`src/rtl/sagp_div.sv`:
```
// ----------------------------------------------------------------------------
// sagp_div
// Pipelined restoring divider, one quotient bit per stage. The quotient is
// expected to fit in QUO_W bits; otherwise the result is not meaningful.
// ----------------------------------------------------------------------------
module sagp_div #(
   parameter int NUM_W = 45,
   parameter int DEN_W = 42,
   parameter int QUO_W = 20
) (
   input  logic             clock,
   input  logic             en,
   input  logic [NUM_W-1:0] num,
   input  logic [DEN_W-1:0] den,
   output logic [QUO_W-1:0] quo
);

   logic [DEN_W-1:0] rem_ff [QUO_W];
   logic [QUO_W-1:0] low_ff [QUO_W];
   logic [QUO_W-1:0] quo_ff [QUO_W];
   logic [DEN_W-1:0] den_ff [QUO_W];
   logic [DEN_W-1:0] rem_in [QUO_W];
   logic [QUO_W-1:0] low_in [QUO_W];
   logic [QUO_W-1:0] quo_in [QUO_W];
   logic [DEN_W-1:0] den_in [QUO_W];
   logic [NUM_W-1:0] num_hi;

   assign num_hi = num >> QUO_W;

   // Shift in one numerator bit, subtract the divisor when it fits
   always_comb begin
      logic [DEN_W-1:0] rem_p;
      logic [QUO_W-1:0] low_p;
      logic [QUO_W-1:0] quo_p;
      logic [DEN_W-1:0] den_p;
      logic [DEN_W:0]   cat;
      logic [DEN_W:0]   diff;
      logic             ge;
      for (int s = 0; s < QUO_W; s++) begin
         if (s == 0) begin
            rem_p = num_hi[DEN_W-1:0];
            low_p = num[QUO_W-1:0];
            quo_p = '0;
            den_p = den;
         end else begin
            rem_p = rem_ff[s-1];
            low_p = low_ff[s-1];
            quo_p = quo_ff[s-1];
            den_p = den_ff[s-1];
         end
         cat  = {rem_p, low_p[QUO_W-1]};
         diff = cat - {1'b0, den_p};
         ge   = (cat >= {1'b0, den_p});
         rem_in[s] = ge ? diff[DEN_W-1:0] : cat[DEN_W-1:0];
         low_in[s] = {low_p[QUO_W-2:0], 1'b0};
         quo_in[s] = {quo_p[QUO_W-2:0], ge};
         den_in[s] = den_p;
      end
   end

   always_ff @(posedge clock) begin
      if (en) begin
         for (int s = 0; s < QUO_W; s++) begin
            rem_ff[s] <= rem_in[s];
            low_ff[s] <= low_in[s];
            quo_ff[s] <= quo_in[s];
            den_ff[s] <= den_in[s];
         end
      end
   end

   assign quo = quo_ff[QUO_W-1];

endmodule
```
`config.mk`:
```
export PLATFORM = sky130hd
export DESIGN_NAME = sagp_div
export DESIGN_NICKNAME = d
export VERILOG_FILES = /design/src/rtl/sagp_div.sv
export SDC_FILE = /design/constraint.sdc
export NUM_CORES = 2
export LEC_CHECK = 0
export BUFFER_PORTS_ARGS = -buffer_cell sky130_fd_sc_hd__clkbuf_2
export CAP_MARGIN = 20
export CORE_UTILIZATION = 27
export DETAILED_ROUTE_END_ITERATION = 7
export PLACE_DENSITY = 0.38
export SYNTH_ARGS = -nofsm -noshare
export SYNTH_HDL_FRONTEND = slang
export SYNTH_SLANG_ARGS = --single-unit
```
`constraint.sdc`:
```
create_clock -name clock -period 5.9 [get_ports clock]
set_input_delay 0.59 -clock clock [delete_from_list [all_inputs] [get_ports clock]]
set_output_delay 0.59 -clock clock [all_outputs]
set_load 0.005 [all_outputs]
```
==> qor.yml <==
global_route:
  grt_antenna_before_repair: 8
  grt_pass1_vias: 80903
  grt_pass1_wl_um: 507000
  grt_overflow: 0
  grt_max_degree: 161
  grt_usage: 0.154
sta:
  finalCriticalPeriod_ns: 4.86
  whs_ns: 0.142
  finClkSkew_ns: 0.0629
  finalSetupViolations: 0
  worst_slew_pin_slew_ns: 1.17
  fin_crit_sh: 0.824
  setup_tns_ns: 0
  hold_viol: 0
  max_freq_mhz: 206
  fin_ws_ns: 1.04
  relSlewSlack: 0.211
  drv_slew: 0
  grt_setup_unrepaired: "no"
worst_setup_path:
  worstSetupPathType: "reg -> reg"
  end_kind: "register"
  crit_arrival_ns: 5.51
  cp_slowest_stage_delay_ns: 0.79
  path_max_fanout: 43
  r2r_cells: 12
  start_kind: "register"
  required_ns: 6.55
  cp_cell_sequence: "ha_1 > nand4_1 > nor2_1 > o211ai_1 > a21oi_1 > a21oi_1 > o311ai_1 > nand2_1 > o311ai_1 > a211o_2 > buf_4 > mux2_2"
  slowest_stage: "o311ai_1"
yosys:
  synthMuxAreaShare: 0.0314
  yosysWarnings: 0
  syn_inst: 10485
  ys_seq_elements: 1996
  synth_xor_area_frac: 0.0514
  synth_edf_count: 1996
  syn_area_um2: 115000
  synth_top_family_by_area: "compound AO/OA/AOI/OAI gates"
  synth-simple-area-share: 0.0945
  ys_types: 97
  ys_seq_area_frac: 0.520
  syn_avg_cell_area_um2: 11.0
  syn_nets: 11417
  synthTopCellsByCount: "edfxtp_1, a21oi_1, inv_1"
  synth-compound-area-share: 0.162
  yosys.area.top_type: "edfxtp_1"
  synthTopCellsByArea: "edfxtp_1, ha_1, a21oi_1"
  synth-async-reset-ratio: 0
  yosysMostFrequentCell: "edfxtp_1"
  synthAdderAreaFrac: 0.0927
  synth-main-ff-cell: "edfxtp_1"
  synth_top_area_share: 0.520
finish:
  drive_above_1_share: 0.0954
  area_growth_pct: 14.7
  fin_area_um2: 132000
  nNetsFinal: 11639
placement:
  gp_congestion: 0.920
  pre_cts_slack_ns: 1.11
  dp_hpwl_um: 265000
  postPlaceCellArea_um2: 123000
  io_buffers: 108
routing:
  drtIter0Drc: 4960
  antenna_left: 0
  wire_per_inst_um: 20.6
  via_count: 79810
  drc: 0
  wirelength_um: 343000
  dr.pass1.iters: 5
  routed_via_density: 4.81
clock_network:
  cts_tree: "done"
  cts_buffers: 267
  ctsResizeCount: 0
  cts.root.buffer_cell: "clkbuf_16"
  postCtsSetupRepairBufs: 0
  cts_buffer_depth: 4
  clk_pin_slew_worst_paths_ns: 0.06
  clock_sinks: 1996
  clk-insertion-delay-late_ns: 0.92
  hold_buffers: 86
  htree_num_levels: 5
pwr:
  cellPowerDensity_nw_per_um2: 554
  clockPowerShare: 0.222
  intPower_mw: 44.3
  pwr-share-comb: 0.460
  p_leak_nw: 52.7
  swShare: 0.395
  switchingPower_mw: 29.0
  seqPwrFrac: 0.318
  ir_worst_vdd_mv: 0.234
die:
  ioPinCount: 109
  initial_core_util: 0.272
  die_y_um: 655
  core_um2: 424000
  rows: 239
  dieArea_um2: 430000
  die_w_um: 655
outcome:
  outcome: "complete, no violations"
worst_hold_path:
  holdPathStages: 3
  hold_class: "in -> reg"
flow_run:
  drv_cap: 0
[critical path: cells and delay by family (launching register included)]
kind / cells / cell delay [ns]
AO/OA/AOI/OAI: 6 / 2.20
adder cells (fa/ha/maj): 1 / 0.41
buffers and inverters: 1 / 0.48
flip-flops: 1 / 0.38
multiplexers: 1 / 0.41
AND/OR/NAND/NOR: 3 / 0.64
[metrics by stage]
step | instances | utilization | power (mW)
floorplan | 10485 | - | 46.7
global placement | 16011 | 0.289 | 57.3
detailed placement | 16014 | 0.289 | 57.2
CTS | 16584 | 0.311 | 74.2
global route | 16608 | 0.312 | 78.2
finish | 16609 | 0.312 | 73.3
[sequential cells by signal (all words and copies together) (netlist names)]
register	cells
rem_ff	798
quo_ff	210
den_ff	798
low_ff	190
[per-layer routing]
layer	vias to the layer above	global-route usage	routed length, µm
met1	38499	0.176	139000
met3	620	0.0188	11200
met5	-	0	13
met2	1587	0.285	175000
met4	2	0.0721	17800
li1	39102	-	-
[power by group through the flow]
stage / registers [mW] / logic, mW / clock network, mW
after CTS: 23.4 / 33.8 / 16.9
after global routing: 23.7 / 37.1 / 17.4
after detailed placement: 23.7 / 33.6 / 0
after floorplan: 22.1 / 24.6 / 0
after global placement: 23.8 / 33.5 / 0
final: 23.3 / 33.7 / 16.2
[logic make-up after synthesis]
logic type,count (synthesis)
AO/OA/AOI/OAI,2959
XOR/XNOR,677
adder cells (fa/ha/maj),843
buffers and inverters,1397
flip-flops,1996
multiplexers,323
AND/OR/NAND/NOR,2290
[final timing paths]
| kind | startpoint | to | slack (ns) |
|---|---|---|---|
| setup reg to reg | rem_ff[15][9]$_DFFE_PP_ | rem_ff[16][6]$_DFFE_PP_ | 1.04 |
| setup / recovery | rem_ff[15][9]$_DFFE_PP_ | rem_ff[16][6]$_DFFE_PP_ | 1.04 |
| hold / removal | num[19] | rem_ff[0][0]$_DFFE_PP_ | 0.14 |
| hold reg to reg | quo_ff[2][6]$_DFFE_PP_ | quo_ff[2][27]$_DFFE_PP_ | 0.38 |
[cell type report]
cell class              count  area [µm²]
diodes                     24        60.1
clock buffers             317        6910
clock inverters           167        1790
fillers                 42820      292000
inverters                1040        3900
multi-input cells        7092       49900
flip-flops and latches   1996       59900
well taps                5663        7090
repair buffers            310        2560
[cell usage in the layout (no fill, tap or decap), types with 117 or more instances in the layout]
master,netlist,routed
nand3_1,182,182
nand2_1,588,588
edfxtp_1,1996,1996
o21ai_0,530,530
o21a_1,119,119
nand4_1,163,163
a21o_1,465,462
xor2_1,283,283
xnor2_1,394,394
clkbuf_16,0,269
inv_1,1036,1036
nor3_1,118,117
a21oi_1,1039,1039
mux2_2,303,303
ha_1,824,824
nor2_1,718,718
Power figures use the tool's default switching activity.
