### config.mk
export PLATFORM = sky130hd
export DESIGN_NAME = sagp_sqrt
export DESIGN_NICKNAME = d
export VERILOG_FILES = /design/src/rtl/sagp_pkg.sv /design/src/rtl/sagp_sqrt.sv
export SDC_FILE = /design/constraint.sdc
export NUM_CORES = 2
export LEC_CHECK = 0
export ABC_AREA = 1
export BUFFER_PORTS_ARGS = -buffer_cell sky130_fd_sc_hd__buf_4
export CAP_MARGIN = 20
export CORE_MARGIN = 1.5
export CORE_UTILIZATION = 40
export DETAILED_ROUTE_END_ITERATION = 8
export PLACE_DENSITY = 0.61
export SLEW_MARGIN = 20
export SYNTH_ARGS = -nofsm -noshare
export SYNTH_HDL_FRONTEND = slang
export SYNTH_SLANG_ARGS = --single-unit
### constraint.sdc
create_clock -name clock -period 2 [get_ports clock]
set_input_delay 0.3 -clock clock [delete_from_list [all_inputs] [get_ports clock]]
set_output_delay 0.3 -clock clock [all_outputs]
set_load 0.03 [all_outputs]
### src/rtl/sagp_pkg.sv
// ----------------------------------------------------------------------------
// sagp_pkg
// Types, widths and constants shared by the spatial gain and pan pipeline.
// ----------------------------------------------------------------------------
package sagp_pkg;

   // Fixed formats
   localparam int POS_WIDTH        = 24;
   localparam int GAIN_FRAC_BITS   = 15;
   localparam int TRIG_TABLE_DEPTH = 256;

   localparam int RVEC_W  = 16;
   localparam int DIFF_W  = POS_WIDTH + 1;
   localparam int SQ_W    = 2 * DIFF_W - 1;
   localparam int SUM_W   = 2 * DIFF_W;
   localparam int DIST_W  = DIFF_W;
   localparam int PRD_W   = RVEC_W + DIFF_W;
   localparam int DOT_W   = PRD_W + 2;
   localparam int MAG_W   = DOT_W - 1;
   localparam int HALF_W  = (MAG_W + 1) / 2;
   localparam int PPRD_W  = HALF_W + 16;

   // Register widths
   localparam int REF_W   = 13;
   localparam int MAXD_W  = 17;
   localparam int PW_W    = 16;
   localparam int ABS_W   = 16;
   localparam int VOL_W   = 17;
   localparam int SPAN_W  = 17;

   // Divider operand widths
   localparam int QUO_W   = 20;
   localparam int ANUM0_W = REF_W + SPAN_W;
   localparam int ANUM_W  = ANUM0_W + GAIN_FRAC_BITS;
   localparam int ADEN_W  = DIST_W + SPAN_W;
   localparam int PNUM_W  = MAG_W + PW_W;
   localparam int PDEN_W  = DIST_W + 14;
   localparam int FNUM_W  = DIST_W + 15;
   localparam int FDEN_W  = MAXD_W;

   // Result widths
   localparam int ATT_W   = GAIN_FRAC_BITS + 1;
   localparam int GAIN_W  = 17;
   localparam int CUT_W   = 16;
   localparam int TRIG_W  = 16;
   localparam int K_W     = $clog2(TRIG_TABLE_DEPTH + 1);

   // Constants
   localparam int Q15_ONE      = 32768;
   localparam int UNITY_GAIN   = 1 << GAIN_FRAC_BITS;
   localparam int GAIN_SAT     = 2 << GAIN_FRAC_BITS;
   localparam int CUT_MIN      = 1638;
   localparam int SPAN_MIN     = 256;
   localparam int MAXD_MIN     = 256;
   localparam int PAN_DIST_MIN = 2;
   localparam int ABSORB_MIN   = 32;

   // Configuration port
   localparam int CSR_IDX_W  = 3;
   localparam int CSR_DATA_W = 17;
   localparam logic [CSR_IDX_W-1:0] CSR_REF_DISTANCE  = 3'd0;
   localparam logic [CSR_IDX_W-1:0] CSR_MAX_DISTANCE  = 3'd1;
   localparam logic [CSR_IDX_W-1:0] CSR_PAN_WIDTH     = 3'd2;
   localparam logic [CSR_IDX_W-1:0] CSR_AIR_ABSORB    = 3'd3;
   localparam logic [CSR_IDX_W-1:0] CSR_MASTER_VOLUME = 3'd4;

   localparam logic [REF_W-1:0]  REF_RESET    = 13'd1280;
   localparam logic [MAXD_W-1:0] MAXD_RESET   = 17'd25600;
   localparam logic [PW_W-1:0]   PW_RESET     = 16'd32768;
   localparam logic [ABS_W-1:0]  ABS_RESET    = 16'd16384;
   localparam logic [VOL_W-1:0]  VOL_RESET    = 17'd32768;

   typedef struct packed {
      logic signed [POS_WIDTH-1:0] src_x;
      logic signed [POS_WIDTH-1:0] src_y;
      logic signed [POS_WIDTH-1:0] src_z;
      logic signed [POS_WIDTH-1:0] lis_x;
      logic signed [POS_WIDTH-1:0] lis_y;
      logic signed [POS_WIDTH-1:0] lis_z;
      logic signed [RVEC_W-1:0]    right_x;
      logic signed [RVEC_W-1:0]    right_y;
      logic signed [RVEC_W-1:0]    right_z;
   } req_payload_type;

   typedef struct packed {
      logic [GAIN_W-1:0] left_gain;
      logic [GAIN_W-1:0] right_gain;
      logic              filter_update;
      logic [CUT_W-1:0]  filter_cutoff;
   } rsp_payload_type;

   // Quarter-wave sine, sin(pi/2 * k/depth) in Q.15, odd degree-9 polynomial
   typedef logic [TRIG_W-1:0] trig_tab_type [0:TRIG_TABLE_DEPTH];

   function automatic trig_tab_type build_trig_table();
      longint x, x2, p, s;
      trig_tab_type t;
      for (int k = 0; k <= TRIG_TABLE_DEPTH; k++) begin
         x  = (longint'(k) <<< 30) / TRIG_TABLE_DEPTH;
         x2 = (x * x) / 64'sd1073741824;
         p  = 64'sd172273;
         p  = -64'sd5026995 + (p * x2) / 64'sd1073741824;
         p  = 64'sd85569306 + (p * x2) / 64'sd1073741824;
         p  = -64'sd693598668 + (p * x2) / 64'sd1073741824;
         p  = 64'sd1686629713 + (p * x2) / 64'sd1073741824;
         s  = (p * x) / 64'sd1073741824;
         s  = (s + 64'sd16384) / 64'sd32768;
         if (s < 0) begin
            s = 0;
         end
         if (s > Q15_ONE) begin
            s = Q15_ONE;
         end
         t[k] = TRIG_W'(s);
      end
      return t;
   endfunction

   localparam trig_tab_type TRIG_TABLE = build_trig_table();

endpackage

### src/rtl/sagp_sqrt.sv
// ----------------------------------------------------------------------------
// sagp_sqrt
// Pipelined integer square root, one result bit per stage (floor).
// ----------------------------------------------------------------------------
module sagp_sqrt (
   input  logic                        clock,
   input  logic                        en,
   input  logic [sagp_pkg::SUM_W-1:0]  rad,
   output logic [sagp_pkg::DIST_W-1:0] root
);
   import sagp_pkg::*;

   localparam int ROOT_W = DIST_W;
   localparam int REM_W  = ROOT_W + 3;

   logic [REM_W-1:0]  rem_ff  [ROOT_W];
   logic [ROOT_W-1:0] root_ff [ROOT_W];
   logic [SUM_W-1:0]  rad_ff  [ROOT_W];
   logic [REM_W-1:0]  rem_in  [ROOT_W];
   logic [ROOT_W-1:0] root_in [ROOT_W];
   logic [SUM_W-1:0]  rad_in  [ROOT_W];

   // One digit step per stage: bring down two radicand bits, try 4r+1
   always_comb begin
      logic [REM_W-1:0]  rem_p;
      logic [REM_W-1:0]  rem_sh;
      logic [ROOT_W-1:0] root_p;
      logic [SUM_W-1:0]  rad_p;
      logic [REM_W-1:0]  trial;
      for (int s = 0; s < ROOT_W; s++) begin
         if (s == 0) begin
            rem_p  = '0;
            root_p = '0;
            rad_p  = rad;
         end else begin
            rem_p  = rem_ff[s-1];
            root_p = root_ff[s-1];
            rad_p  = rad_ff[s-1];
         end
         rem_sh = {rem_p[REM_W-3:0], rad_p[SUM_W-1 -: 2]};
         trial  = REM_W'({root_p, 2'b01});
         if (rem_sh >= trial) begin
            rem_in[s]  = rem_sh - trial;
            root_in[s] = {root_p[ROOT_W-2:0], 1'b1};
         end else begin
            rem_in[s]  = rem_sh;
            root_in[s] = {root_p[ROOT_W-2:0], 1'b0};
         end
         rad_in[s] = {rad_p[SUM_W-3:0], 2'b00};
      end
   end

   always_ff @(posedge clock) begin
      if (en) begin
         for (int s = 0; s < ROOT_W; s++) begin
            rem_ff[s]  <= rem_in[s];
            root_ff[s] <= root_in[s];
            rad_ff[s]  <= rad_in[s];
         end
      end
   end

   assign root = root_ff[ROOT_W-1];

endmodule

==> summary.md <==
| Metric | Value |
|---|---|
| Status | finished, violations left |
| Failing checks | setup timing |
| Area leader, netlist | edfxtp_1 |
| Final setup vio count | 503 |
| Setup CP Type | flop to flop |
| Worst-path fanout max | 8 |
| Vias in the first global route | just under 70000 |
| Worst Path Required | 2580 ps |
| Skew final | 52.3 ps |
| Max Fclk | between 0.4 and 0.5 GHz |
| Unique masters post-synth | 54 |
| Num ports | between 70 and 80 |
| Die area | between 200000 and 250000 sq um |
| GRT Total Usage | 0.224 |
| Slew headroom | 0.608 |
| CP arrival | ~2800 ps |
| Synth Cell Area | 83000 sq um |
| Post-Synthesis Cells | 9319 |
| Final-report max-slew violation count | 0 |
| Nets@finish | 12100 |
| Drt pass-1 iters | 8 |
| DP Cell Count | 13800 |
| First-pass GRT wire length | 371 mm |
| Largest net degree at the start of global routing | slightly above 100 |
| Startpoint Class | flop |
| Placed Area | 100000 sq um |
| Fin Hold WS | ~170 ps |
| Final Power | ~110 mW |
| RD Place Congestion | ~0.95 |
| Finished layout cell area | 119000 sq um |
| Total Wirelength | 244 mm |
| Cell Rows | 166 |
| Clock Latency Late Sink | 860 ps |
| Final cell utilization of the core | 0.577 |
| Sequential area share after synthesis | 0.548 |
| Fin crit share | 1.13 |
| Worst-path clk slew | ~60 ps |
| Ys flop type | edfxtp_1 |
| Commonest cells post-synth | nand2_1, inv_1, edfxtp_1, nor2_1, nand3_1 |
| Yosys top cell area share | 0.548 |
| Layout Area Growth over Synthesis | 42.9% |
| # clock sinks | 1514 |
| DIE WIDTH | roughly 460 microns |
| DRC errors left | 0 |
| Layout Cells excl Fill | approximately 15000 |
| Synthesized flop and latch total | between 1500 and 2000 |
| Max clock buf depth | 3 |
| Min-Delay Path Class | input pin to flop |
| Hold Violations, Final | 0 |
| Tmin final | 2260 ps |
| Most common cell in the netlist | nand2_1 |
| DRT iter0 DRCs | roughly 4700 |
| Routed Antenna Nets | 0 |
| Dpl hpwl | 181 mm |
| CP endpoint kind | flop |
| Share of layout cells above drive strength 1 | 0.354 |
| CTS tree | yes |
| Filler instances | ~18000 |
| Post-synth EDFFs | between 1500 and 2000 |
| Core area | a little over 200000 sq um |
| Total gr overflow | 0 |
| Leakage power | 53.6 nW |
| Syn nets | 9723 |
| Vias | 69900 |
| Unrepaired setup endpoints after global routing | yes |
| H-tree depth | 4 |
| CTS root buffer | clkbuf_16 |
| Maxcap violations | 0 |
| Avg Inst Size Synth | 8.90 sq um |
| DR WL/cell | between 15 and 20 microns |
| Die Height | 458 microns |
| Max rail drop VDD | 0.971 mV |
| Worst slew pin tran | approximately 600 ps |
| PortBufs | 76 |
| Async set or reset register ratio after synthesis | 0 |
| Via density | ~4.8 |
| Number of antenna violations at the first check in global routing | 1 |
| Yosys warns | 0 |
| Largest cells by area after synthesis | edfxtp_1, nand2_1, inv_1 |
| Worst Slack Setup Final | -255 ps |
| Starting Density | 0.404 |
| CTS buffer count | 171 |
| Pwr Density | 893 nW/um^2 |
==> flip-flops by register name, indices dropped and copies added (netlist names) <==
name	flops
root_ff	325
rad_ff	600
rem_ff	589
==> power by group <==
group,switching [mW],internal (mW),total (mW)
Combinational,17.2,15.1,32.3
Clock,13.8,18.1,31.9
Sequential,2.44,39.1,41.6
==> per-stage QoR <==
step                      setup WS, ps  TNS, ps
after global routing              -318  -105360
after floorplan                   1.35        0
after CTS                         -199   -55850
final                             -255   -52060
after global placement            -596  -108990
after detailed placement          -678  -117650
==> metal layers <==
metal | GRT usage | vias up | share of wire
li1 | - | 35000 | -
met1 | 0.299 | 32900 | 0.45
met2 | 0.380 | 1536 | 0.48
met3 | 0.0265 | 407 | 0.043
met4 | 0.0663 | 0 | 0.029
met5 | 0 | - | 0
==> placed cells by master, fill, tap and decap left out, types with 115 or more instances in the layout <==
| cell type | instances |
|---|---|
| nand2_4 | 145 |
| a21oi_2 | 121 |
| nor2_2 | 124 |
| ha_4 | 233 |
| clkbuf_16 | 181 |
| nand4_1 | 160 |
| o21ai_0 | 132 |
| a21oi_1 | 188 |
| nor2_1 | 597 |
| inv_2 | 225 |
| buf_4 | 2107 |
| xnor2_1 | 129 |
| nand2_1 | 2476 |
| ha_1 | 115 |
| nand3_1 | 455 |
| inv_1 | 1428 |
| nand2_2 | 427 |
| edfxtp_1 | 1514 |
==> path summary, 6_finish.rpt <==
check	startpoint	endpoint	slack [ps]	depth (start not counted)
setup / recovery	root_ff[0][334]	rem_ff[1][191]	-260	12
hold / removal	rad[7]	rad_ff[0][7]	170	2
setup reg to reg	root_ff[0][334]	rem_ff[1][191]	-260	12
hold reg to reg	rad_ff[1][116]	rad_ff[1][166]	370	0
==> critical path: stages (launching register included) <==
cell      delay, ps
edfxtp_1        470
inv_2           130
ha_4            240
nand2_8         110
inv_1            50
nand2_2         130
inv_1            60
nand2_1         100
nand3_4         110
a21oi_4         240
buf_6           170
buf_12          170
a21oi_2          50
==> cells by family after synthesis <==
group           count (synthesis)  share of synthesized area
compound gates                673                     0.0455
fa+ha+maj                     352                     0.0531
simple gates                 4765                      0.241
flops                        1514                      0.548
other cells                     1                  0.0000452
xor+xnor                      247                     0.0261
buf+inv                      1767                     0.0867
==> repair_timing <==
action	in CTS	in global routing
hold buffers	52	0
buffers inserted	231	184
setup endpoints to repair	575	605
endpoints found under the hold margin	59	0
pin swaps	246	327
resized for setup	943	1031
gates cloned	26	12
==> final cells by class <==
class	count	area, sq um	area share
well taps	2688	3360	0.0284
flip-flops and latches	1514	45500	0.383
diodes	1	2.50	0.0000211
repair inverters	3	38.8	0.000327
repair buffers	2342	19500	0.165
clock inverters	123	1450	0.0122
clock buffers	195	4370	0.0369
multi-input cells	6040	38000	0.320
inverters	1669	6350	0.0536
Note: power is estimated with default switching activity, not from simulation.
